==> src/design/assert_macros.svh <==
// assertion macros used by the boundary marker design
`ifndef ASSERT_MACROS_SVH
`define ASSERT_MACROS_SVH

// checked while out of reset
`define CHECK(label, prop, msg) \
  label: assert property (@(posedge clk) disable iff (rst) prop) else $error(msg);

// checked at every edge, reset included
`define CHECK_ALWAYS(label, prop, msg) \
  label: assert property (@(posedge clk) prop) else $error(msg);

`endif

==> src/design/gcb_pkg.sv <==
// types and helpers for the grapheme cluster boundary marker
package gcb_pkg;

  typedef enum logic [3:0] {
    CLS_OTHER       = 4'd0,
    CLS_CR          = 4'd1,
    CLS_LF          = 4'd2,
    CLS_CONTROL     = 4'd3,
    CLS_EXTEND      = 4'd4,
    CLS_ZWJ         = 4'd5,
    CLS_RI          = 4'd6,
    CLS_PREPEND     = 4'd7,
    CLS_SPACINGMARK = 4'd8,
    CLS_L           = 4'd9,
    CLS_V           = 4'd10,
    CLS_T           = 4'd11,
    CLS_LV          = 4'd12,
    CLS_LVT         = 4'd13
  } gcb_class_t;

  localparam logic [1:0] SAT_MAX = 2'd3;

  typedef struct packed {
    logic [20:0] code_point;
    logic [3:0]  break_class;
    logic        pictographic;
    logic        end_of_text;
  } gcb_in_t;

  typedef struct packed {
    logic [20:0] code_point_out;
    logic        cluster_start;
    logic        text_last;
  } gcb_out_t;

  function automatic logic is_ctl(input logic [3:0] c);
    is_ctl = (c == CLS_CR) || (c == CLS_LF) || (c == CLS_CONTROL);
  endfunction

endpackage

==> src/design/grapheme_cluster_boundary.sv <==
// grapheme cluster boundary marker, top level
//
// src channel: one code point per item with its grapheme break class,
// extended-pictographic flag and end-of-text mark. dst channel: one item
// per source item, in order, carrying the code point, a flag that a new
// cluster starts before it, and the end-of-text mark.
// path: an item taken from src passes through two register stages in all
// (input register, result register) before it reaches dst. throughput:
// one item per cycle unless dst stalls; the boundary decision and the
// running state update are one level of logic from the input register.
// reset clears the running state and both valid flags; the first item
// after reset, and the first after an end-of-text item, starts a cluster.
// when dst stalls the result register holds; src keeps being taken until
// the input register is also full, then src_ready drops.
`include "assert_macros.svh"

module grapheme_cluster_boundary
  import gcb_pkg::*;
(
  input  logic     clk,
  input  logic     rst,
  input  logic     src_valid,
  output logic     src_ready,
  input  gcb_in_t  src_item,
  output logic     dst_valid,
  input  logic     dst_ready,
  output gcb_out_t dst_item
);

  logic        stage_valid;
  gcb_in_t     stage;
  logic        advance;

  logic        have_previous;
  logic [3:0]  previous_class;
  logic        emoji_prefix_ok;
  logic [1:0]  cluster_length_sat;
  logic [1:0]  regional_count_sat;

  logic        have_previous_next;
  logic [3:0]  previous_class_next;
  logic        emoji_prefix_ok_next;
  logic [1:0]  cluster_length_sat_next;
  logic [1:0]  regional_count_sat_next;

  logic        brk;
  logic [3:0]  cur;
  logic [3:0]  prv;

  assign advance   = stage_valid && (!dst_valid || dst_ready);
  assign src_ready = !stage_valid || advance;
  assign cur       = stage.break_class;
  assign prv       = previous_class;

  // boundary rules in priority order
  always_comb begin
    if (!have_previous) begin
      brk = 1'b1;
    end else if (prv == CLS_CR && cur == CLS_LF) begin
      brk = 1'b0;
    end else if (is_ctl(prv) || is_ctl(cur)) begin
      brk = 1'b1;
    end else if (prv == CLS_L && (cur == CLS_L || cur == CLS_V ||
                                  cur == CLS_LV || cur == CLS_LVT)) begin
      brk = 1'b0;
    end else if ((prv == CLS_LV || prv == CLS_V) && (cur == CLS_V || cur == CLS_T)) begin
      brk = 1'b0;
    end else if ((prv == CLS_LVT || prv == CLS_T) && cur == CLS_T) begin
      brk = 1'b0;
    end else if (cur == CLS_EXTEND || cur == CLS_ZWJ || cur == CLS_SPACINGMARK) begin
      brk = 1'b0;
    end else if (prv == CLS_PREPEND) begin
      brk = 1'b0;
    end else if (stage.pictographic) begin
      brk = !(cluster_length_sat >= 2'd2 && emoji_prefix_ok && prv == CLS_ZWJ);
    end else if (prv == CLS_RI && cur == CLS_RI) begin
      brk = regional_count_sat > 2'd1;
    end else begin
      brk = 1'b1;
    end
  end

  // running state update
  always_comb begin
    have_previous_next      = have_previous;
    previous_class_next     = previous_class;
    emoji_prefix_ok_next    = emoji_prefix_ok;
    cluster_length_sat_next = cluster_length_sat;
    regional_count_sat_next = regional_count_sat;
    if (advance) begin
      if (brk) begin
        emoji_prefix_ok_next    = stage.pictographic;
        cluster_length_sat_next = 2'd1;
        regional_count_sat_next = (cur == CLS_RI) ? 2'd1 : 2'd0;
      end else begin
        if (cluster_length_sat >= 2'd2 && prv != CLS_EXTEND) begin
          emoji_prefix_ok_next = 1'b0;
        end
        if (cluster_length_sat != SAT_MAX) begin
          cluster_length_sat_next = cluster_length_sat + 2'd1;
        end
        if (cur == CLS_RI && regional_count_sat != SAT_MAX) begin
          regional_count_sat_next = regional_count_sat + 2'd1;
        end
      end
      have_previous_next  = 1'b1;
      previous_class_next = cur;
      if (stage.end_of_text) begin
        have_previous_next      = 1'b0;
        previous_class_next     = CLS_OTHER;
        emoji_prefix_ok_next    = 1'b0;
        cluster_length_sat_next = 2'd0;
        regional_count_sat_next = 2'd0;
      end
    end
  end

  always_ff @(posedge clk) begin
    if (rst) begin
      stage_valid        <= 1'b0;
      dst_valid          <= 1'b0;
      have_previous      <= 1'b0;
      previous_class     <= CLS_OTHER;
      emoji_prefix_ok    <= 1'b0;
      cluster_length_sat <= 2'd0;
      regional_count_sat <= 2'd0;
    end else begin
      if (src_ready) begin
        stage_valid <= src_valid;
      end
      if (advance) begin
        dst_valid <= 1'b1;
      end else if (dst_ready) begin
        dst_valid <= 1'b0;
      end
      have_previous      <= have_previous_next;
      previous_class     <= previous_class_next;
      emoji_prefix_ok    <= emoji_prefix_ok_next;
      cluster_length_sat <= cluster_length_sat_next;
      regional_count_sat <= regional_count_sat_next;
    end
  end

  always_ff @(posedge clk) begin
    if (src_valid && src_ready) begin
      stage <= src_item;
    end
    if (advance) begin
      dst_item.code_point_out <= stage.code_point;
      dst_item.cluster_start  <= brk;
      dst_item.text_last      <= stage.end_of_text;
    end
  end

  `CHECK_ALWAYS(a_reset_empty, rst |=> !stage_valid && !dst_valid,
                "pipeline not empty after reset")
  `CHECK(a_eot_clears,
         advance && stage.end_of_text |=> !have_previous && cluster_length_sat == 2'd0,
         "state not cleared after end of text")
  `CHECK(a_first_starts, advance && !have_previous |=> dst_item.cluster_start,
         "first item of a text did not start a cluster")
  `CHECK(a_crlf_joined,
         advance && have_previous && prv == CLS_CR && cur == CLS_LF |=> !dst_item.cluster_start,
         "break placed between CR and LF")
  `CHECK(a_break_len, advance && brk && !stage.end_of_text |=> cluster_length_sat == 2'd1,
         "cluster length not restarted at a boundary")

endmodule

==> config.mk <==
export PLATFORM = sky130hd
export DESIGN_NAME = grapheme_cluster_boundary
export DESIGN_NICKNAME = d
export VERILOG_FILES = /design/src/design/gcb_pkg.sv /design/src/design/grapheme_cluster_boundary.sv
export VERILOG_INCLUDE_DIRS = /design/src /design/src/design
export SDC_FILE = /design/constraint.sdc
export NUM_CORES = 1
export LEC_CHECK = 0
export BUFFER_PORTS_ARGS = -buffer_cell sky130_fd_sc_hd__buf_2
export CAP_MARGIN = 20
export CORE_ASPECT_RATIO = 0.9
export CORE_UTILIZATION = 30
export CTS_CLUSTER_DIAMETER = 30
export DETAILED_ROUTE_END_ITERATION = 16
export GPL_TIMING_DRIVEN = 0
export RECOVER_POWER = 50
export SLEW_MARGIN = 25
export SYNTH_ARGS = -nofsm -noshare
export SYNTH_HDL_FRONTEND = slang
export SYNTH_SLANG_ARGS = --single-unit
==> constraint.sdc <==
create_clock -name clk -period 6.1 [get_ports clk]
set_input_delay 0.305 -clock clk [delete_from_list [all_inputs] [get_ports clk]]
set_output_delay 0.305 -clock clk [all_outputs]
set_load 0.01 [all_outputs]
==> run metrics <==
vias in the first global route 1,453; # DRC 2; port bufs 55; CP Launch Type flop; Slew Viols, Final 0; Seq/Total Area, Yosys 69.8%; Achievable Freq 508 MHz; post-layout util 38.4%; number of gates resized after CTS 0; FF+latch count, synth 62; Syn-to-layout area delta 24.1%; total track usage 10.8%; Synth async-reset ratio 0%; die height 88.5 microns; clk_skew 0.00672 ns; violated checks DRC; grt ovf 0; Ant. Diodes 0; final setup violation count 0; hpwl dp 3.09 mm; Max-Cap Viols 0; clock tree buffer depth 2; Fill cells 778; Critical Path End Type flop; mean post-synth cell area 15.2 sq um; vias per cell 4.56; Leak 1.12 nW; Pwr Density 304 mW/mm^2; drt initial violations 82; synthesized instance count 164; CP arrival 2.19 ns; Initial Util 30.9%; Setup Fix Bufs, Post-CTS 0; Worst Path Max Fanout 6; Clock transition at path regs 0.07 ns; # H-tree levels 3; Post-synth EDFFs 50; # rows 31; Critical Path RT 6.32 ns; DRT Wirelength 4.50 mm; cell area after synthesis 0.00249 sq mm; CTS tree built; Synth top area share 60.2%; CTS Buf Count 9; Worst Hold Depth 1; Sum Neg Setup Slack 0 ns; post-synth cell types 46; Final min period 1.97 ns; Crit Path Class reg2reg; dominant cell type by area after synthesis edfxtp_1; Post-synth top cells edfxtp_1 (50), dfxtp_1 (12), nor2_1 (11); # clock sinks 62; Ys Warns 0; layout cells sized above 1 32.3%; Final Hold Vio Count 0; Rel. slew slack 58.3%; hold_buf cts 0; pin count of the biggest net entering global routing 32; Synth area leaders edfxtp_1 (60%), dfxtp_1 (9.6%), a21oi_1 (2.0%), ha_1 (2.0%), nor4bb_4 (2.0%); status finished, violations left; period utilization 32.3%; DP Cell Count 318; initial antenna violation count 0; clock root buffer clkbuf_8; drt wl/cell 13.5 microns; # IOs 56; RSZ-0062 raised after global routing no; Worst Reg-to-Reg Cells 8; Core ar. 0.00807 sq mm; clock latency on the worst-skew pair 0.33 ns; global-route wire length before repair 6.93 mm; Die Area 0.00868 sq mm; most common cell in the netlist edfxtp_1; first-pass iteration count of the detailed router 12; Min-Delay Path Class in2reg; Peak VDD IR 0.174 mV; Post-DRT Antenna Nets 0; Non-Filler Instances 334; actual slew at the worst max-slew pin 0.624 ns; chip width 98.1 microns; GPL Wtd Cong 0.762; syn nets 199; Post-synth top flop edfxtp_1; Final nets 265; vias 1,523
-- placed cells by master (no fill, tap or decap), types with 3 or more instances in the layout --
cell | netlist | final
edfxtp_1 | 50 | 50
buf_2 | 2 | 40
clkbuf_1 | 0 | 17
dfxtp_1 | 12 | 12
nor2_1 | 11 | 11
a21oi_1 | 10 | 10
nand2_1 | 10 | 10
clkbuf_8 | 0 | 9
inv_1 | 4 | 4
nand3b_1 | 4 | 4
o21ai_0 | 4 | 4
ha_1 | 4 | 4
nor2b_1 | 3 | 3
and2_1 | 4 | 3
nor3_1 | 3 | 3
-- worst max-delay path: stages, from the launching register on --
cell	delay (ns)
dfxtp_1	0.36
inv_1	0.08
ha_1	0.23
o211a_1	0.21
o211ai_1	0.24
nand3_1	0.16
o21ai_4	0.23
o32ai_2	0.12
a32o_1	0.23
-- layer usage --
| metal | vias to the layer above | global-route usage, % | share of wire (%) |
|---|---|---|---|
| met4 | 0 | 4.96 | 1.2 |
| met1 | 707 | 13.2 | 46 |
| met5 | - | 0 | 0 |
| met3 | 6 | 4.66 | 6.1 |
| li1 | 764 | - | - |
| met2 | 46 | 16.6 | 46 |
-- final cells by class --
class                           instances  area, sq um  area share [%]
Buffer                                  5         36.3            1.17
Clock buffer                            9          124            4.00
Clock inverter                          7         97.6            3.15
Inverter                                5         18.8           0.607
Multi-Input combinational cell         92          698            22.6
Sequential cell                        62         1740            56.3
Tap cell                               99          124            4.00
Timing Repair Buffer                   55          254            8.21
-- state kept, by name (all words and copies together) (netlist names) --
| register | cells |
|---|---|
| previous_class | 4 |
| cur | 4 |
| have_previous | 1 |
| cluster_length_sat | 2 |
| stage_valid | 1 |
| regional_count_sat | 2 |
| dst_valid | 1 |
| stage | 23 |
| dst_item | 23 |
| emoji_prefix_ok | 1 |
-- kinds of logic after synthesis --
logic type	after synthesis	synth area share [%]
fa+ha+maj	4	2.01
simple gates	53	14.3
compound gates	35	11.6
flops	62	69.8
buf+inv	10	2.21
-- where the power goes --
part / internal (mW) / switching [mW]
Sequential: 0.481 / 0.0107
Clock: 0.231 / 0.163
Combinational: 0.0230 / 0.0326
-- path summary, 6_finish.rpt --
path / end / slack (ns) / startpoint
setup / recovery: emoji_prefix_ok / 4.13 / cluster_length_sat[0]
hold / removal: cur[0] / 0.14 / src_item[2]
setup reg to reg: emoji_prefix_ok / 4.13 / cluster_length_sat[0]
hold reg to reg: dst_item[17] / 0.42 / stage[21]
-- metrics by stage --
step	power (mW)	hold WS [ns]	cell area (sq um)	setup WS, ns
2_1_floorplan	0.532	0.400	2490	4.02
3_3_place_gp	0.557	0.400	2890	3.43
3_5_place_dp	0.559	0.405	2890	3.39
4_1_cts	0.957	0.121	3120	3.43
5_1_grt	0.981	0.118	3090	3.99
6_report	0.942	0.143	3090	4.13
Power figures use the tool's default switching activity.
